[src/hkrt_pkg.sv]
// Package for the boot-keyboard report table.
// Holds command codes, field widths, the compare-unit result type and a bit-count helper.
// No dependencies.
package hkrt_pkg;

  localparam int KEY_W       = 8;
  localparam int CMD_W       = 2;
  localparam int CNT_W       = 4;
  localparam int SHOWN_SLOTS = 6;

  localparam logic [CMD_W-1:0] CMD_ADD    = 2'd0;
  localparam logic [CMD_W-1:0] CMD_REMOVE = 2'd1;
  localparam logic [CMD_W-1:0] CMD_CLEAR  = 2'd2;

  localparam logic [4:0]       MOD_PREFIX = 5'b11100;
  localparam logic [CNT_W-1:0] CNT_MAX    = 4'd15;

  typedef struct packed {
    logic             is_zero;
    logic             is_match;
    logic [CNT_W-1:0] cnt_inc;
  } cmp_res_t;

  function automatic logic [CNT_W-1:0] bit_count8(input logic [KEY_W-1:0] v);
    logic [CNT_W-1:0] n;
    n = '0;
    for (int i = 0; i < KEY_W; i++) begin
      n = n + CNT_W'(v[i]);
    end
    return n;
  endfunction

endpackage

[src/hkrt_in_if.sv]
// Input channel of the report table: command and keycode with valid/ready.
// Depends on hkrt_pkg.
interface hkrt_in_if import hkrt_pkg::*; ();
  logic             valid;
  logic             ready;
  logic [CMD_W-1:0] cmd;
  logic [KEY_W-1:0] keycode;

  modport source (output valid, output cmd, output keycode, input ready);
  modport sink   (input valid, input cmd, input keycode, output ready);
endinterface

[src/hkrt_out_if.sv]
// Result channel of the report table: status, count and the report after each command.
// Depends on hkrt_pkg.
interface hkrt_out_if import hkrt_pkg::*; ();
  logic             valid;
  logic             ready;
  logic             status;
  logic [CNT_W-1:0] count;
  logic             changed;
  logic [KEY_W-1:0] modifier_bits;
  logic [KEY_W-1:0] key_slot_0;
  logic [KEY_W-1:0] key_slot_1;
  logic [KEY_W-1:0] key_slot_2;
  logic [KEY_W-1:0] key_slot_3;
  logic [KEY_W-1:0] key_slot_4;
  logic [KEY_W-1:0] key_slot_5;

  modport source (output valid, output status, output count, output changed,
                  output modifier_bits, output key_slot_0, output key_slot_1,
                  output key_slot_2, output key_slot_3, output key_slot_4,
                  output key_slot_5, input ready);
  modport sink   (input valid, input status, input count, input changed,
                  input modifier_bits, input key_slot_0, input key_slot_1,
                  input key_slot_2, input key_slot_3, input key_slot_4,
                  input key_slot_5, output ready);
endinterface

[src/hkrt_slot_cmp.sv]
// Shared slot compare unit: tests one slot value for empty and for a key match,
// and forms the saturating count increment. Depends on hkrt_pkg.
module hkrt_slot_cmp import hkrt_pkg::*; (
  input  logic [KEY_W-1:0] operand,
  input  logic [KEY_W-1:0] key,
  input  logic [CNT_W-1:0] cnt,
  output cmp_res_t         res
);

  always_comb begin
    res.is_zero  = (operand == '0);
    res.is_match = (operand == key);
    res.cnt_inc  = (cnt == CNT_MAX) ? cnt : cnt + 1'b1;
  end

endmodule

[src/hid_keyboard_report_table_core.sv]
// Top level of the boot-keyboard report table: slot registers, sequencer, output register.
// Depends on hkrt_pkg, hkrt_in_if, hkrt_out_if and hkrt_slot_cmp.
//
// The block keeps one boot-keyboard report (modifier bitmap and SLOT_COUNT packed key slots)
// and answers every command transfer with one result transfer showing the report afterward.
// One comparator visits one slot per cycle. Modifier codes, keycode zero and the unused
// command are answered without visiting the slots; add, remove and clear visit the slots
// in turn, and remove then shifts the later keys, starting at the slot where the search
// stopped. The input is ready again in the cycle after the result is loaded.
// The block takes no new command until the current one has reached the output register;
// that register lets a new command start while the previous result waits.
module hid_keyboard_report_table_core import hkrt_pkg::*; #(
  parameter int SLOT_COUNT = 6
) (
  input  logic     clk,
  input  logic     rst_n,
  hkrt_in_if.sink  in_ch,
  hkrt_out_if.source out_ch
);

  localparam int IW = (SLOT_COUNT > 1) ? $clog2(SLOT_COUNT) : 1;
  localparam int CW = $clog2(SLOT_COUNT + 1);

  typedef enum logic [4:0] {
    S_IDLE  = 5'b00001,
    S_SCAN  = 5'b00010,
    S_SHIFT = 5'b00100,
    S_CLEAR = 5'b01000,
    S_DONE  = 5'b10000
  } state_t;

  state_t           state_r, state_nxt;
  logic [CMD_W-1:0] cmd_r, cmd_nxt;
  logic [KEY_W-1:0] key_r, key_nxt;
  logic [CW-1:0]    idx_r, idx_nxt;
  logic [CNT_W-1:0] cnt_r, cnt_nxt;
  logic             full_r, full_nxt;
  logic [KEY_W-1:0] mod_r, mod_nxt;
  logic [KEY_W-1:0] slots_r [SLOT_COUNT];
  logic [KEY_W-1:0] slots_nxt [SLOT_COUNT];

  logic             out_valid_r, out_valid_nxt;
  logic             out_status_r;
  logic [CNT_W-1:0] out_count_r;
  logic             out_changed_r;
  logic [KEY_W-1:0] out_mod_r;
  logic [KEY_W-1:0] out_slot_r [SHOWN_SLOTS];

  logic [IW-1:0]    cur_idx, nxt_idx;
  logic             is_last;
  logic [KEY_W-1:0] cur_slot, nxt_slot, operand;
  logic             in_xfer, out_load;
  logic             mod_hit;
  logic [KEY_W-1:0] mod_bit;
  cmp_res_t         cmp;

  assign cur_idx  = idx_r[IW-1:0];
  assign nxt_idx  = cur_idx + 1'b1;
  assign is_last  = (idx_r == CW'(SLOT_COUNT - 1));
  assign cur_slot = slots_r[cur_idx];
  assign nxt_slot = is_last ? '0 : slots_r[nxt_idx];
  assign operand  = (state_r == S_SHIFT) ? nxt_slot : cur_slot;

  assign in_ch.ready = (state_r == S_IDLE);
  assign in_xfer     = in_ch.valid && in_ch.ready;
  assign out_load    = (state_r == S_DONE) && (!out_valid_r || out_ch.ready);

  assign mod_hit = (in_ch.keycode[7:3] == MOD_PREFIX);
  assign mod_bit = KEY_W'(1) << in_ch.keycode[2:0];

  hkrt_slot_cmp u_cmp (
    .operand (operand),
    .key     (key_r),
    .cnt     (cnt_r),
    .res     (cmp)
  );

  always_comb begin
    state_nxt = state_r;
    cmd_nxt   = cmd_r;
    key_nxt   = key_r;
    idx_nxt   = idx_r;
    cnt_nxt   = cnt_r;
    full_nxt  = full_r;
    mod_nxt   = mod_r;
    for (int j = 0; j < SLOT_COUNT; j++) begin
      slots_nxt[j] = slots_r[j];
    end

    unique case (state_r)
      S_IDLE: begin
        if (in_xfer) begin
          cmd_nxt   = in_ch.cmd;
          key_nxt   = in_ch.keycode;
          idx_nxt   = '0;
          cnt_nxt   = '0;
          full_nxt  = 1'b0;
          state_nxt = S_DONE;
          priority if (in_ch.cmd == CMD_CLEAR) begin
            cnt_nxt   = bit_count8(mod_r);
            mod_nxt   = '0;
            state_nxt = S_CLEAR;
          end else if (in_ch.cmd == CMD_ADD && mod_hit) begin
            cnt_nxt = CNT_W'((mod_r & mod_bit) == '0);
            mod_nxt = mod_r | mod_bit;
          end else if (in_ch.cmd == CMD_REMOVE && mod_hit) begin
            cnt_nxt = CNT_W'((mod_r & mod_bit) != '0);
            mod_nxt = mod_r & ~mod_bit;
          end else if ((in_ch.cmd == CMD_ADD || in_ch.cmd == CMD_REMOVE) &&
                       in_ch.keycode != '0) begin
            state_nxt = S_SCAN;
          end else begin
            state_nxt = S_DONE;
          end
        end
      end
      S_SCAN: begin
        if (cmd_r == CMD_ADD) begin
          priority if (cmp.is_zero) begin
            slots_nxt[cur_idx] = key_r;
            cnt_nxt            = cmp.cnt_inc;
            state_nxt          = S_DONE;
          end else if (cmp.is_match) begin
            state_nxt = S_DONE;
          end else if (is_last) begin
            full_nxt  = 1'b1;
            state_nxt = S_DONE;
          end else begin
            idx_nxt = idx_r + 1'b1;
          end
        end else begin
          priority if (cmp.is_zero) begin
            state_nxt = S_DONE;
          end else if (cmp.is_match) begin
            state_nxt = S_SHIFT;
          end else if (is_last) begin
            state_nxt = S_DONE;
          end else begin
            idx_nxt = idx_r + 1'b1;
          end
        end
      end
      S_SHIFT: begin
        if (cmp.is_zero) begin
          slots_nxt[cur_idx] = '0;
          cnt_nxt            = cmp.cnt_inc;
          state_nxt          = S_DONE;
        end else begin
          slots_nxt[cur_idx] = nxt_slot;
          idx_nxt            = idx_r + 1'b1;
        end
      end
      S_CLEAR: begin
        if (!cmp.is_zero) begin
          cnt_nxt = cmp.cnt_inc;
        end
        slots_nxt[cur_idx] = '0;
        if (is_last) begin
          state_nxt = S_DONE;
        end else begin
          idx_nxt = idx_r + 1'b1;
        end
      end
      S_DONE: begin
        if (out_load) begin
          state_nxt = S_IDLE;
        end
      end
      default: begin
        state_nxt = S_IDLE;
      end
    endcase
  end

  always_comb begin
    out_valid_nxt = out_valid_r;
    if (out_load) begin
      out_valid_nxt = 1'b1;
    end else if (out_ch.ready) begin
      out_valid_nxt = 1'b0;
    end
  end

  always_ff @(posedge clk) begin
    if (!rst_n) begin
      state_r     <= S_IDLE;
      idx_r       <= '0;
      mod_r       <= '0;
      out_valid_r <= 1'b0;
      for (int j = 0; j < SLOT_COUNT; j++) begin
        slots_r[j] <= '0;
      end
    end else begin
      state_r     <= state_nxt;
      idx_r       <= idx_nxt;
      mod_r       <= mod_nxt;
      out_valid_r <= out_valid_nxt;
      for (int j = 0; j < SLOT_COUNT; j++) begin
        slots_r[j] <= slots_nxt[j];
      end
    end
  end

  always_ff @(posedge clk) begin
    cmd_r  <= cmd_nxt;
    key_r  <= key_nxt;
    cnt_r  <= cnt_nxt;
    full_r <= full_nxt;
    if (out_load) begin
      out_status_r  <= full_r;
      out_count_r   <= cnt_r;
      out_changed_r <= (cnt_r != '0);
      out_mod_r     <= mod_r;
    end
  end

  for (genvar g = 0; g < SHOWN_SLOTS; g++) begin : g_shown
    if (g < SLOT_COUNT) begin : g_real
      always_ff @(posedge clk) begin
        if (out_load) begin
          out_slot_r[g] <= slots_r[g];
        end
      end
    end else begin : g_empty
      always_ff @(posedge clk) begin
        if (out_load) begin
          out_slot_r[g] <= '0;
        end
      end
    end
  end

  assign out_ch.valid         = out_valid_r;
  assign out_ch.status        = out_status_r;
  assign out_ch.count         = out_count_r;
  assign out_ch.changed       = out_changed_r;
  assign out_ch.modifier_bits = out_mod_r;
  assign out_ch.key_slot_0    = out_slot_r[0];
  assign out_ch.key_slot_1    = out_slot_r[1];
  assign out_ch.key_slot_2    = out_slot_r[2];
  assign out_ch.key_slot_3    = out_slot_r[3];
  assign out_ch.key_slot_4    = out_slot_r[4];
  assign out_ch.key_slot_5    = out_slot_r[5];

  a_busy_after_xfer: assert property (@(posedge clk) disable iff (!rst_n)
    in_xfer |=> state_r != S_IDLE)
    else $error("sequencer still idle after an input transfer");

  a_idx_range: assert property (@(posedge clk) disable iff (!rst_n)
    idx_r < CW'(SLOT_COUNT))
    else $error("slot index beyond the last slot");

  a_full_no_change: assert property (@(posedge clk) disable iff (!rst_n)
    (out_valid_r && out_status_r) |-> (out_count_r == '0 && !out_changed_r))
    else $error("full status reported together with a change");

  for (genvar g = 0; g + 1 < SLOT_COUNT; g++) begin : g_packed_chk
    a_packed: assert property (@(posedge clk) disable iff (!rst_n)
      (state_r == S_IDLE && slots_r[g] == '0) |-> slots_r[g+1] == '0)
      else $error("key slots not packed toward slot zero");
  end

endmodule
[src/flat_wrapper.sv]
// flat-port wrapper written by rule: the top's interface ports become plain ports
module hid_keyboard_report_table_core_flat import hkrt_pkg::*;
#(
  parameter int SLOT_COUNT = 6
)
  (clk, rst_n, in_ch_valid, in_ch_cmd, in_ch_keycode, in_ch_ready, out_ch_valid, out_ch_status, out_ch_count, out_ch_changed, out_ch_modifier_bits, out_ch_key_slot_0, out_ch_key_slot_1, out_ch_key_slot_2, out_ch_key_slot_3, out_ch_key_slot_4, out_ch_key_slot_5, out_ch_ready);
  hkrt_in_if in_ch_i ();
  hkrt_out_if out_ch_i ();
  input  logic clk;
  input  logic rst_n;
  input wire logic [$bits(in_ch_i.valid)-1:0] in_ch_valid;
  input wire logic [$bits(in_ch_i.cmd)-1:0] in_ch_cmd;
  input wire logic [$bits(in_ch_i.keycode)-1:0] in_ch_keycode;
  output wire logic [$bits(in_ch_i.ready)-1:0] in_ch_ready;
  output wire logic [$bits(out_ch_i.valid)-1:0] out_ch_valid;
  output wire logic [$bits(out_ch_i.status)-1:0] out_ch_status;
  output wire logic [$bits(out_ch_i.count)-1:0] out_ch_count;
  output wire logic [$bits(out_ch_i.changed)-1:0] out_ch_changed;
  output wire logic [$bits(out_ch_i.modifier_bits)-1:0] out_ch_modifier_bits;
  output wire logic [$bits(out_ch_i.key_slot_0)-1:0] out_ch_key_slot_0;
  output wire logic [$bits(out_ch_i.key_slot_1)-1:0] out_ch_key_slot_1;
  output wire logic [$bits(out_ch_i.key_slot_2)-1:0] out_ch_key_slot_2;
  output wire logic [$bits(out_ch_i.key_slot_3)-1:0] out_ch_key_slot_3;
  output wire logic [$bits(out_ch_i.key_slot_4)-1:0] out_ch_key_slot_4;
  output wire logic [$bits(out_ch_i.key_slot_5)-1:0] out_ch_key_slot_5;
  input wire logic [$bits(out_ch_i.ready)-1:0] out_ch_ready;
  assign in_ch_i.valid = in_ch_valid;
  assign in_ch_i.cmd = in_ch_cmd;
  assign in_ch_i.keycode = in_ch_keycode;
  assign in_ch_ready = in_ch_i.ready;
  assign out_ch_valid = out_ch_i.valid;
  assign out_ch_status = out_ch_i.status;
  assign out_ch_count = out_ch_i.count;
  assign out_ch_changed = out_ch_i.changed;
  assign out_ch_modifier_bits = out_ch_i.modifier_bits;
  assign out_ch_key_slot_0 = out_ch_i.key_slot_0;
  assign out_ch_key_slot_1 = out_ch_i.key_slot_1;
  assign out_ch_key_slot_2 = out_ch_i.key_slot_2;
  assign out_ch_key_slot_3 = out_ch_i.key_slot_3;
  assign out_ch_key_slot_4 = out_ch_i.key_slot_4;
  assign out_ch_key_slot_5 = out_ch_i.key_slot_5;
  assign out_ch_i.ready = out_ch_ready;
  hid_keyboard_report_table_core #(.SLOT_COUNT(SLOT_COUNT)) u_core (.clk(clk), .rst_n(rst_n), .in_ch(in_ch_i), .out_ch(out_ch_i));
endmodule
[config.mk]
export PLATFORM = sky130hd
export DESIGN_NAME = hid_keyboard_report_table_core_flat
export DESIGN_NICKNAME = d
export VERILOG_FILES = /design/src/hkrt_pkg.sv /design/src/hkrt_in_if.sv /design/src/hkrt_out_if.sv /design/src/hkrt_slot_cmp.sv /design/src/hid_keyboard_report_table_core.sv /design/src/flat_wrapper.sv
export SDC_FILE = /design/constraint.sdc
export NUM_CORES = 1
export LEC_CHECK = 0
export BUFFER_PORTS_ARGS = -buffer_cell sky130_fd_sc_hd__buf_2
export CORE_UTILIZATION = 51
export CTS_CLUSTER_DIAMETER = 200
export CTS_CLUSTER_SIZE = 8
export DETAILED_ROUTE_END_ITERATION = 8
export PLACE_DENSITY = 0.74
export SLEW_MARGIN = 20
export SYNTH_ARGS = -nofsm -noshare
export SYNTH_HDL_FRONTEND = slang
export SYNTH_SLANG_ARGS = --single-unit
[constraint.sdc]
create_clock -name clk -period 3.9 [get_ports clk]
set_input_delay 0.585 -clock clk [delete_from_list [all_inputs] [get_ports clk]]
set_output_delay 0.585 -clock clk [all_outputs]
set_load 0.005 [all_outputs]
# After elaboration in Yosys (flattened, before gate mapping)
# Memories as Yosys holds them, arrays and structs flattened. A register that Yosys moved wholly into a read port is not among the register bits.
# Cells that the tools add are included.
# totals
memories,2
inputBits,14
ff_bits,46
ramBits,96
# memory_table
name,depth,word_bits,rd,rd_clocked_by_memory_dff,wr,line_no,source
u_core.out_slot_r,6,8,6,0,6,hid_keyboard_report_table_core.sv:47,logic [KEY_W-1:0] out_slot_r [SHOWN_SLOTS];
u_core.slots_r,6,8,8,1,6,hid_keyboard_report_table_core.sv:39,logic [KEY_W-1:0] slots_r [SLOT_COUNT];
# classes
mux,62
shift,1
n_eq_ne,20
order_cmp,2
n_bitwise,13
n_reduce_logical,26
n_addsub,9
# ops
operator,count
48-bit 2-to-1 mux,3
48-bit case mux with 3 select lines,1
48-bit bitwise mux,2
8-bit 2-to-1 mux,12
5-bit 2-to-1 mux,13
48-bit bitwise AND,1
48-bit inverter,1
4-bit 2-to-1 mux,7
5-bit case mux with 5 select lines,1
4-bit by 1-bit adder with 4-bit output,6
8-bit demux with 3-bit select,1
3-bit 2-to-1 mux,7
8-bit bitwise AND,2
8-bit zero test,2
4-bit case mux with 4 select lines,1
8-bit nonzero test,2
1-bit 2-to-1 mux,12
3-bit case mux with 4 select lines,1
5-bit equality test (second input constant),2
2-bit != test (second input constant),5
8-bit equality test,1
2-bit by 1-bit != test with 1-bit output (second input constant),4
8-bit inverter,1
8-bit OR,1
29 further kinds,44

# Logic depth before layout (Yosys ltp)
# Gate-level depths: netlist of run 1.
# depth
ltp_word,10
mapped_depth,13
depth_no_buf,11

# By module
# A second synthesis of run 1 with hierarchy kept.
# unflattened
cells_unflattened,617
area_unflattened_um2,6980.4
# modules_own_cells
module,cells_per_inst,seq_area_each_um2,n_inst,area_each_um2
hid_keyboard_report_table_core,592,3673.5,1,6805.3
hkrt_slot_cmp,25,0.0,1,175.2

# Worst setup path after synthesis of run 1
# Ideal clock, no wire load.
# synth_timing
kind,in2reg
startpoint,input port out_ch_ready
endpoint,register u_core.out_changed_r (netlist: u_core.out_ch.changed) (enable)
path_stages,2
arrival_ns,3.485
required_ns,3.411
setup_slack_ns,-0.074
path_cell_list,nand2b_1 > nor2b_1
# synth_between
elab_chain_len,2
# synth_rtl
item,line_no,source
"start, declared",flat_wrapper.sv:26,input wire logic [$bits(out_ch_i.ready)-1:0] out_ch_ready;
1-bit logical OR,hid_keyboard_report_table_core.sv:66,assign out_load = (state_r == S_DONE) && (!out_valid_r || out_ch.ready);
1-bit logical AND,hid_keyboard_report_table_core.sv:66,
net u_core.out_load,hid_keyboard_report_table_core.sv:52,"logic in_xfer, out_load;"
"end signal, assigned",hid_keyboard_report_table_core.sv:212,out_changed_r <= (cnt_r != '0);
"end, declared",hid_keyboard_report_table_core.sv:45,logic out_changed_r;
# The timed path passes the listed nets, and every way through them passes these cells.
# A chain may end at the register's enable or synchronous reset.

==> results.sh, run 1 <==
export IMPL_status="finished clean"
export IMPL_grt_max_degree=34
export IMPL_hold_path_endpoint="u_core.cmd_r[1]"
export IMPL_static_leakage_power_nw=3.32
export IMPL_timing_final_hold_violations=0
export IMPL_power_sequential_fraction_pct=49.8
export IMPL_worstMarginPinSlew_ps=959
export IMPL_drcViolationCount=0
export IMPL_detail_route_vias_per_cell=5.80
export IMPL_cts_tree="done"
export IMPL_max_slew_margin_pct=36.0
export IMPL_drt_iter0_markers=347
export IMPL_synth_seq_area_share_pct=55.0
export IMPL_fp_dieH_um=116
export IMPL_cap_violations=0
export IMPL_max_vdd_ir_drop_v=0.000335
export IMPL_ys_async_sr_fraction_pct=0
export IMPL_synth_avg_cell_area_um2=11.5
export IMPL_port_buffer_cells=77
export IMPL_cellPowerDensity_nw_per_um2=409
export IMPL_worst_ep_required_time_ps=4190
export IMPL_timing_hold_worst_path_depth=1
export IMPL_share_clk_of_total_power_pct=45.5
export IMPL_yosys_register_bits=145
export IMPL_synth_top_area_share_pct=34.6
export IMPL_design_final_nets=712
export IMPL_route_detailed_wl_per_inst_um=18.4
export IMPL_design_die_area_um2=13600
export IMPL_place_detailed_hpwl_um=11100
export IMPL_timing_final_crit_share_pct=97.3
export IMPL_intPower_mw=2.55
export IMPL_gr_usage_all_layers_pct=25.7
export IMPL_ys_dominant_reg_cell="sky130_fd_sc_hd__edfxtp_1"
export IMPL_number_of_core_rows=41
export IMPL_achievable_frequency_mhz=263
export IMPL_cp_arrival_ps=4080
export IMPL_num_vias=5060
export IMPL_grtUsageMet3_pct=7.11
export IMPL_cts_num_sinks=145
export IMPL_cts_hold_buffers=0
export IMPL_antenna_found_initial=0
export IMPL_rsz_0062_raised_after_global_routing="true"
export IMPL_cts_htree_levels=4
export IMPL_synth_edff_count=77
export IMPL_die_width_um=116
export IMPL_grt_util_met1_pct=30.3
export IMPL_fin_worst_skew_ps=8.75
export IMPL_setup_tns_final_ps=0
export IMPL_ctsRootBufferMaster="sky130_fd_sc_hd__clkbuf_16"
export IMPL_crit_fanout=10
export IMPL_worstSkewPairLatency_ps=420
export IMPL_drt_antenna_violating_nets=0
export IMPL_final_util_pct=63.4
export IMPL_worst_r2r_path_depth=12
export IMPL_fillerInstances=1042
export IMPL_p_sw_share_pct=22.6
export IMPL_worst_hold_path_startpoint="in_ch_cmd[1]"
export IMPL_synthDistinctLibCells=60
export IMPL_detailedRoute_firstPassIterationCount=5
export IMPL_core_region_area_um2=12700
export IMPL_rrSetupSlack_ps=100
export IMPL_gr_max_usage_layer="met2"
export IMPL_grt_overflow_total=0
export IMPL_number_of_global_route_vias_before_repair=4872
export IMPL_final_max_slew_viol_count=0
export IMPL_critPathCaptureType="register"
export IMPL_switchingPower_mw=0.744
export IMPL_hold_class="in2reg"
export IMPL_synth_yosys_warnings=0
export IMPL_route_final_wire_length_um=16100
export IMPL_diodes=0
export IMPL_design_portCount=78
export IMPL_initial_utilization_pct=52.5
export IMPL_cts_max_path_buffers=2
export IMPL_post_synth_main_area_contributors="sky130_fd_sc_hd__edfxtp_1, sky130_fd_sc_hd__dfxtp_1, sky130_fd_sc_hd__mux2i_1, sky130_fd_sc_hd__nor2_1, sky130_fd_sc_hd__nand2_1"
export IMPL_timing_rr_start="u_core.cur_idx[1]"
export IMPL_grt_use_met2_pct=41.6
export IMPL_place_gp_congestion=0.867
export IMPL_drive_above_1_share_pct=24.9
export IMPL_syn_cell_area_um2=6690
export IMPL_global_route_wire_length_before_repair_um=25300
export IMPL_mappedNetlistNets=607
export IMPL_instances_no_fill=872
export IMPL_power_combinational_fraction_pct=4.7
export IMPL_total_placed_cells_including_tap_cells=836
export IMPL_critical_path_class="reg2reg"
export IMPL_syn_inst=582
export IMPL_cp_start_kind="register"
export IMPL_cts_buffer_count=17
export IMPL_syn2layout_area_growth_pct=20.7
export IMPL_final_min_clock_period_ps=3800
export IMPL_synth_top_cell_by_area="sky130_fd_sc_hd__edfxtp_1"
export IMPL_worst_setup_hold_path_clk_slew_ps=60
export IMPL_timing_final_setup_violations=0
[through the flow]
stage / total power, mW / setup WS, ps / hold WS [ps] / cell area [µm²]
finish: 3.30 / 103 / 387 / 8070
global route: 3.41 / -2.91 / 371 / 8070
CTS: 3.32 / 5.61 / 364 / 7960
detailed placement: 1.82 / 44.0 / 427 / 7410
global placement: 1.82 / 105 / 420 / 7410
floorplan: 1.77 / 9.30 / 400 / 6690
[per-layer routing]
metal	vias to the layer above	part of all wire [%]
li1	2363	-
met1	2412	40
met2	229	49
met3	56	7.3
met4	0	4.0
met5	-	0
[synthesized netlist by cell type, types with 4 or more instances]
cell                        n
sky130_fd_sc_hd__a21oi_1   16
sky130_fd_sc_hd__a22oi_1   10
sky130_fd_sc_hd__a31oi_1    4
sky130_fd_sc_hd__and3_1     6
sky130_fd_sc_hd__clkbuf_1  15
sky130_fd_sc_hd__dfxtp_1   68
sky130_fd_sc_hd__edfxtp_1  77
sky130_fd_sc_hd__fa_1       4
sky130_fd_sc_hd__ha_1       7
sky130_fd_sc_hd__inv_1     18
sky130_fd_sc_hd__mux2_2    16
sky130_fd_sc_hd__mux2i_1   67
sky130_fd_sc_hd__mux4_1     4
sky130_fd_sc_hd__nand2_1   57
sky130_fd_sc_hd__nand2b_1   6
sky130_fd_sc_hd__nand3_1   29
sky130_fd_sc_hd__nand3b_1   4
sky130_fd_sc_hd__nand4_1    8
sky130_fd_sc_hd__nor2_1    64
sky130_fd_sc_hd__nor2b_1    6
sky130_fd_sc_hd__nor3_1     4
sky130_fd_sc_hd__nor3b_1    4
sky130_fd_sc_hd__nor4b_1    4
sky130_fd_sc_hd__o21ai_0   18
sky130_fd_sc_hd__o21ai_1    4
sky130_fd_sc_hd__o31ai_1    5
sky130_fd_sc_hd__xor2_1     4
[worst max path at each step]
stage,startpoint,to,slack [ps]
3_5_place_dp,u_core.cur_idx[1],u_core.cnt_r[3],40
4_1_cts,u_core.cur_idx[1],u_core.cnt_r[0],6
6_report,u_core.cur_idx[1],register,100
2_1_floorplan,u_core.cur_idx[1],register,9
5_1_grt,u_core.cur_idx[1],register,-3
3_3_place_gp,u_core.cur_idx[0],u_core.cnt_r[3],110
[area by class of cell]
type / count / area [µm²] / area share (%)
clock buffers: 20 / 437 / 5.41
repair buffers: 107 / 664 / 8.23
inverters: 19 / 71.3 / 0.884
well taps: 172 / 215 / 2.67
flip-flops and latches: 145 / 3670 / 45.5
multi-input cells: 397 / 2900 / 35.9
clock inverters: 12 / 111 / 1.38
[what timing repair did]
action | CTS | global route
setup endpoints to repair | 0 | 58
resized for setup | 0 | 8
buffers inserted | 0 | 4
[worst max-delay path, stage by stage (launching register included)]
cell	delay, ps
sky130_fd_sc_hd__dfxtp_2	360
sky130_fd_sc_hd__inv_1	70
sky130_fd_sc_hd__ha_1	300
sky130_fd_sc_hd__buf_4	170
sky130_fd_sc_hd__mux4_1	550
sky130_fd_sc_hd__mux2_2	280
sky130_fd_sc_hd__nand2_1	140
sky130_fd_sc_hd__nand4_1	130
sky130_fd_sc_hd__or4_4	590
sky130_fd_sc_hd__or2_2	400
sky130_fd_sc_hd__a31oi_1	210
sky130_fd_sc_hd__a2bb2oi_1	280
sky130_fd_sc_hd__o22ai_1	180
[cells by family after synthesis]
group | share of synthesized area, %
DFF | 55.0
AOI/OAI and AO/OA | 9.00
buffers and inverters | 2.41
muxes | 15.3
adders and majority gates | 2.51
and+or+nand+nor | 15.2
xor gates and xnor gates | 0.655
[cell usage in the layout (no fill, tap or decap), types with 3 or more instances in the layout]
cell type / n
sky130_fd_sc_hd__and3_1: 6
sky130_fd_sc_hd__o2111ai_4: 3
sky130_fd_sc_hd__dfxtp_1: 67
sky130_fd_sc_hd__buf_2: 77
sky130_fd_sc_hd__mux4_2: 3
sky130_fd_sc_hd__clkinvlp_4: 6
sky130_fd_sc_hd__xor2_1: 4
sky130_fd_sc_hd__inv_1: 18
sky130_fd_sc_hd__nand2_1: 57
sky130_fd_sc_hd__nor3b_1: 4
sky130_fd_sc_hd__a22oi_1: 10
sky130_fd_sc_hd__nand2b_1: 6
sky130_fd_sc_hd__nor2b_1: 5
sky130_fd_sc_hd__o211ai_4: 3
sky130_fd_sc_hd__o21ai_0: 18
sky130_fd_sc_hd__a31oi_1: 4
sky130_fd_sc_hd__edfxtp_1: 77
sky130_fd_sc_hd__clkbuf_16: 17
sky130_fd_sc_hd__fa_1: 4
sky130_fd_sc_hd__or3_1: 3
sky130_fd_sc_hd__nand3_1: 29
sky130_fd_sc_hd__nor2_1: 64
sky130_fd_sc_hd__nor3_1: 4
sky130_fd_sc_hd__nand3b_1: 4
sky130_fd_sc_hd__buf_12: 4
sky130_fd_sc_hd__nor4b_1: 4
sky130_fd_sc_hd__nand4_1: 8
sky130_fd_sc_hd__ha_1: 7
sky130_fd_sc_hd__o21ai_1: 4
sky130_fd_sc_hd__mux2i_1: 67
sky130_fd_sc_hd__mux4_1: 4
sky130_fd_sc_hd__and2_1: 3
sky130_fd_sc_hd__clkbuf_1: 3
sky130_fd_sc_hd__o31ai_1: 5
sky130_fd_sc_hd__a21oi_1: 16
sky130_fd_sc_hd__buf_4: 25
sky130_fd_sc_hd__mux2_2: 16
[power groups by stage]
stage	clock network, mW	registers [mW]	logic, mW
5_1_grt	1.60	1.64	0.170
3_3_place_gp	0	1.67	0.148
3_5_place_dp	0	1.67	0.151
2_1_floorplan	0	1.67	0.0996
4_1_cts	1.52	1.64	0.152
6_report	1.50	1.64	0.155
(Power assumes the default switching activity.)
==> run 2: changes to the inputs <==
--- a/config.mk
+++ b/config.mk
@@ -11,6 +11,7 @@
 export CTS_CLUSTER_SIZE = 8
 export DETAILED_ROUTE_END_ITERATION = 8
 export PLACE_DENSITY = 0.74
+export RECOVER_POWER = 100
 export SLEW_MARGIN = 20
 export SYNTH_ARGS = -nofsm -noshare
 export SYNTH_HDL_FRONTEND = slang
==> run 2 against run 1 <==
  * The run now ends with capacitance limit, slew limit left
  * Count of clock-buffer cells in the layout unchanged
  * Die area unchanged
  * Non-clock buffer count unchanged
  * Critical path type unchanged
  * Cell area decreased by 1.1%
  * Fmax increased by 0.24%
  * Critical path depth increased by 1
  * First-iteration DRC count increased by 23%
  * Power about the same
  * Final cell count unchanged
  * Wire length increased by 0.82%
==> results.sh, run 2 (same netlist as run 1, synthesis figures left out) <==
export IMPL_cts_num_sinks=145
export IMPL_failed_checks="capacitance limit, slew limit"
export IMPL_cts_htree_levels=4
export IMPL_final_cell_mix="sky130_fd_sc_hd__edfxtp_1, sky130_fd_sc_hd__mux2i_1, sky130_fd_sc_hd__dfxtp_1, sky130_fd_sc_hd__nor2_1, sky130_fd_sc_hd__nand2_1"
export IMPL_status="complete, but fails checks"
export IMPL_core_region_area_um2=12700
export IMPL_fin_worst_skew_ps=9.15
export IMPL_timing_final_crit_share_pct=97.1
export IMPL_worst_ep_required_time_ps=4190
export IMPL_place_detailed_hpwl_um=11100
export IMPL_fp_dieH_um=116
export IMPL_cap_violations=1
export IMPL_timing_final_setup_violations=0
export IMPL_detail_route_vias_per_cell=5.79
export IMPL_drcViolationCount=0
export IMPL_route_final_wire_length_um=16200
export IMPL_critical_path_most_common_cell="sky130_fd_sc_hd__buf_4"
export IMPL_number_of_global_route_vias_before_repair=4872
export IMPL_final_min_clock_period_ps=3790
export IMPL_cts_max_path_buffers=2
export IMPL_timing_hold_worst_path_depth=0
export IMPL_crit_fanout=8
export IMPL_global_route_wire_length_before_repair_um=25300
export IMPL_max_slew_margin_pct=-7.33
export IMPL_final_max_slew_viol_count=31
export IMPL_gr_usage_all_layers_pct=25.7
export IMPL_syn2layout_area_growth_pct=19.4
export IMPL_cp_arrival_ps=4080
export IMPL_cts_buffer_count=17
export IMPL_detailedRoute_firstPassIterationCount=5
export IMPL_instances_no_fill=872
export IMPL_achievable_frequency_mhz=264
export IMPL_design_die_area_um2=13600
export IMPL_critPathCaptureType="register"
export IMPL_grt_max_degree=34
export IMPL_port_buffer_cells=77
export IMPL_critical_path_class="reg2reg"
export IMPL_rrSetupSlack_ps=110
export IMPL_hold_class="reg2reg"
export IMPL_design_final_nets=712
export IMPL_ctsRootBufferMaster="sky130_fd_sc_hd__clkbuf_16"
export IMPL_setup_worst_path_start="u_core.cur_idx[1]"
export IMPL_critical_path_cell_chain="inv_1 > ha_1 > buf_4 > mux2_2 > mux4_2 > and2_1 > or3_1 > a211oi_1 > nand4_1 > buf_4 > a31oi_1 > a2bb2oi_1 > o22ai_1"
export IMPL_layout_commonest_cell="sky130_fd_sc_hd__edfxtp_1"
export IMPL_max_vdd_ir_drop_v=0.000336
export IMPL_drt_iter0_markers=427
export IMPL_timing_rr_start="u_core.cur_idx[1]"
export IMPL_worstMarginPinSlew_ps=1600
export IMPL_number_of_core_rows=41
export IMPL_holdWs_ps=436
export IMPL_timing_final_hold_violations=0
export IMPL_cts_hold_buffers=0
export IMPL_post_place_ws_ps=44.0
export IMPL_setup_slack_ps=112
export IMPL_fillerInstances=1079
export IMPL_grt_overflow_total=0
export IMPL_total_placed_cells_including_tap_cells=836
export IMPL_cp_start_kind="register"
export IMPL_worst_path_largest_cell_delay_ps=500
export IMPL_drive_above_1_share_pct=17.1
export IMPL_design_portCount=78
export IMPL_drt_antenna_violating_nets=0
export IMPL_worstSkewPairLatency_ps=430
export IMPL_rsz_0062_raised_after_global_routing="true"
export IMPL_place_gp_congestion=0.867
export IMPL_worst_setup_hold_path_clk_slew_ps=60
export IMPL_route_detailed_wl_per_inst_um=18.6
export IMPL_num_vias=5045
export IMPL_initial_utilization_pct=52.5
export IMPL_diodes=0
export IMPL_worst_r2r_path_depth=13
export IMPL_die_width_um=116
export IMPL_cellPowerDensity_nw_per_um2=413
export IMPL_cts_tree="done"
export IMPL_antenna_found_initial=0
export IMPL_timing_critical_path_slowest_stage_cell="sky130_fd_sc_hd__mux4_2"
export IMPL_static_leakage_power_nw=3.15
run 2: changes by cell type in the layout (fill, tap and decap cells not counted), sizes merged:
| cell | change |
|---|---|
| buf | -54 |
| clkbuf | +54 |
run 2: cell type report:
class                           instances  area [µm²]  area share [%]
Timing Repair Buffer                  107         583            7.30
Inverter                               19        71.3           0.893
Clock inverter                         12         111            1.39
Tap cell                              172         215            2.70
Sequential cell                       145        3670            46.0
Multi-Input combinational cell        397        2890            36.2
Clock buffer                           20         437            5.47
run 2: power by group:
part	internal, mW	switching, mW
logic	0.0516	0.101
registers	1.62	0.0182
clock network	0.875	0.627
run 2: worst min-delay path by stage:
stage / end / slack, ps / start
3_3_place_gp: u_core.out_ch.status / 420 / u_core.full_r
4_1_cts: u_core.cmd_r[1] / 360 / in_ch_cmd[1]
3_5_place_dp: u_core.out_ch.status / 430 / u_core.full_r
6_report: u_core.out_ch.status / 440 / u_core.full_r
2_1_floorplan: u_core.out_ch.status / 400 / u_core.full_r
5_1_grt: u_core.cmd_r[1] / 440 / in_ch_cmd[1]
run 2: repair_timing:
action	CTS	global route
setup endpoints to repair	0	58
gates resized for setup	0	8
setup buffers	0	4
run 2: routing by layer:
metal | track usage, % | part of all wire [%]
met5 | 0 | 0
met3 | 7.11 | 6.2
met4 | 16.0 | 3.8
met1 | 30.3 | 41
met2 | 41.6 | 49
run 2: per-stage QoR:
stage	setup TNS (ps)	power [mW]	utilization, %	cell area, µm²
finish	0	3.30	62.8	7980
global route	-5.67	3.41	62.8	7980
CTS	0	3.32	62.6	7960
detailed placement	0	1.82	58.3	7410
global placement	0	1.82	58.3	7410
floorplan	0	1.77	-	6690
run 2: critical path, delay by kind of cell (launching register included):
kind	cells	cell delay [ps]
compound gates	4	1020
simple gates	3	660
mux	2	850
fa+ha+maj	1	300
buf+inv	3	470
flops	1	360
==> run 3: changes to the inputs <==
==> constraint.sdc (replaced) <==
create_clock -name clk -period 3.9 [get_ports clk]
set_input_delay 0.585 -clock clk [delete_from_list [all_inputs] [get_ports clk]]
set_output_delay 0.585 -clock clk [all_outputs]
set_load 0.02 [all_outputs]
==> run 3 against run 2 <==
  * The run still ends with capacitance limit, slew limit left
  * Non-clock buffer count unchanged
  * Final cell count did not move
  * Wire length is essentially flat
  * Highest routed layer unchanged
  * Clock skew is essentially flat
  * Critical path type unchanged
  * Worst hold slack hardly changed
==> results.sh, run 3 (same netlist as run 1, synthesis figures left out) <==
export IMPL_fillerInstances=1087
export IMPL_num_vias=5071
export IMPL_critical_path_n_buffers_inverters=3
export IMPL_cts_htree_levels=4
export IMPL_route_detailed_wl_per_inst_um=18.6
export IMPL_status="complete, but fails checks"
export IMPL_drive_above_1_share_pct=14.0
export IMPL_wirelength_met1_um=6680
export IMPL_worst_hold_path_startpoint="u_core.full_r"
export IMPL_die_width_um=116
export IMPL_drcViolationCount=0
export IMPL_design_die_area_um2=13600
export IMPL_grt_max_degree=34
export IMPL_placed_cell_areas_um2=7410
export IMPL_design_final_nets=712
export IMPL_static_leakage_power_nw=3.09
export IMPL_fin_worst_skew_ps=8.77
export IMPL_critical_path_cell_chain="inv_1 > ha_1 > buf_4 > mux2_2 > mux4_2 > and2_1 > or3_1 > a211oi_1 > nand4_1 > buf_4 > a31oi_1 > a2bb2oi_1 > o22ai_1"
export IMPL_crit_fanout=8
export IMPL_topRoutingLayerUsed="met4"
export IMPL_achievable_frequency_mhz=264
export IMPL_number_of_global_route_vias_before_repair=4872
export IMPL_cts_tree="done"
export IMPL_gr_usage_all_layers_pct=25.7
export IMPL_hold_class="reg2reg"
export IMPL_number_of_core_rows=41
export IMPL_instances_no_fill=872
export IMPL_initial_utilization_pct=52.5
export IMPL_ctsRootBufferMaster="sky130_fd_sc_hd__clkbuf_16"
export IMPL_global_route_wire_length_before_repair_um=25300
export IMPL_antenna_found_initial=0
export IMPL_detail_route_vias_per_cell=5.82
export IMPL_worst_ep_required_time_ps=4190
export IMPL_timing_final_crit_share_pct=97.1
export IMPL_setup_worst_path_start="u_core.cur_idx[1]"
export IMPL_worst_setup_hold_path_clk_slew_ps=60
export IMPL_timing_critical_path_slowest_stage_cell="sky130_fd_sc_hd__mux4_2"
export IMPL_timing_final_hold_violations=0
export IMPL_max_slew_margin_pct=-7.49
export IMPL_port_buffer_cells=77
export IMPL_timing_final_setup_violations=0
export IMPL_place_detailed_hpwl_um=11100
export IMPL_critPathCaptureType="register"
export IMPL_cts_num_sinks=145
export IMPL_route_final_wire_length_um=16200
export IMPL_cts_hold_buffers=0
export IMPL_layout_commonest_cell="sky130_fd_sc_hd__clkbuf_1"
export IMPL_worstMarginPinSlew_ps=1610
export IMPL_cp_top_family="compound AO/OA/AOI/OAI gates"
export IMPL_routed_wl_met2_um=7800
export IMPL_worstSkewPairLatency_ps=430
export IMPL_cp_arrival_ps=4080
export IMPL_design_area_um2=7960
export IMPL_place_gp_congestion=0.867
export IMPL_fp_dieH_um=116
export IMPL_diodes=0
export IMPL_total_placed_cells_including_tap_cells=836
export IMPL_cellPowerDensity_nw_per_um2=415
export IMPL_max_vdd_ir_drop_v=0.000340
export IMPL_final_cell_mix="sky130_fd_sc_hd__clkbuf_1, sky130_fd_sc_hd__edfxtp_1, sky130_fd_sc_hd__mux2i_1, sky130_fd_sc_hd__dfxtp_1, sky130_fd_sc_hd__nor2_1"
export IMPL_cap_violations=1
export IMPL_final_max_slew_viol_count=31
export IMPL_timing_rr_start="u_core.cur_idx[1]"
export IMPL_critical_path_class="reg2reg"
export IMPL_failed_checks="capacitance limit, slew limit"
export IMPL_drt_antenna_violating_nets=0
export IMPL_detailedRoute_firstPassIterationCount=6
export IMPL_rsz_0062_raised_after_global_routing="true"
export IMPL_cts_max_path_buffers=2
export IMPL_design_portCount=78
export IMPL_core_region_area_um2=12700
export IMPL_critical_path_most_common_cell="sky130_fd_sc_hd__buf_4"
export IMPL_drt_iter0_markers=405
export IMPL_cts_buffer_count=17
export IMPL_grt_overflow_total=0
export IMPL_cp_start_kind="register"
export IMPL_worst_path_largest_cell_delay_ps=500
export IMPL_syn2layout_area_growth_pct=19.0
export IMPL_met3WireLength_um=1090
export IMPL_setup_tns_final_ps=0
export IMPL_final_min_clock_period_ps=3790
-- run 3: cell count changes in the layout (fill, tap and decap cells not counted), sizes merged --
cell / change
clkbuf: +22
buf: -22
-- run 3: final cells by class --
cell class	instances	area, µm²	share of cell area, %
flip-flops and latches	145	3670	46.2
inverters	19	71.3	0.896
clock buffers	20	437	5.49
clock inverters	12	111	1.40
repair buffers	107	556	6.98
multi-input cells	397	2890	36.3
well taps	172	215	2.70
-- run 3: repair_timing --
item / CTS / global route
gates resized for setup: 0 / 8
setup endpoints to repair: 0 / 58
endpoints found under the hold margin: 0 / 0
setup buffers: 0 / 4
-- run 3: power breakdown --
group / total (mW) / switching [mW] / internal (mW)
clock network: 1.50 / 0.629 / 0.875
registers: 1.64 / 0.0183 / 1.62
logic: 0.158 / 0.107 / 0.0508
total: 3.30 / 0.755 / 2.55
-- run 3: metrics by stage --
step	util [%]	hold WS (ps)	worst slack (ps)	power, mW
after floorplan	-	400	9.30	1.77
after global placement	58.3	420	105	1.83
after detailed placement	58.3	427	44.0	1.83
after CTS	62.6	364	5.61	3.32
after global routing	62.5	437	-2.91	3.41
final	62.5	436	114	3.30
-- run 3: final timing paths --
| path | to | slack [ps] | cells past startpoint |
|---|---|---|---|
| worst max-delay path | u_core.cur_idx[0] | 110 | 13 |
| worst min-delay path | u_core.out_ch.status | 440 | 0 |
| worst max register to register | u_core.cur_idx[0] | 110 | 13 |
| worst min register to register | u_core.out_ch.status | 440 | 0 |
-- run 3: worst reg2reg max path: stages (launching register included) --
cell and delay (ps):
sky130_fd_sc_hd__dfxtp_2 360, sky130_fd_sc_hd__inv_1 70, sky130_fd_sc_hd__ha_1 300, sky130_fd_sc_hd__buf_4 190, sky130_fd_sc_hd__mux2_2 360, sky130_fd_sc_hd__mux4_2 500, sky130_fd_sc_hd__and2_1 180, sky130_fd_sc_hd__or3_1 310
sky130_fd_sc_hd__a211oi_1 390, sky130_fd_sc_hd__nand4_1 170, sky130_fd_sc_hd__buf_4 200, sky130_fd_sc_hd__a31oi_1 170, sky130_fd_sc_hd__a2bb2oi_1 280, sky130_fd_sc_hd__o22ai_1 180
-- run 3: per-layer routing --
metal	track usage (%)	vias up
li1	-	2360
met1	30.3	2434
met2	41.6	221
met3	7.11	56
met4	16.0	0
met5	0	-
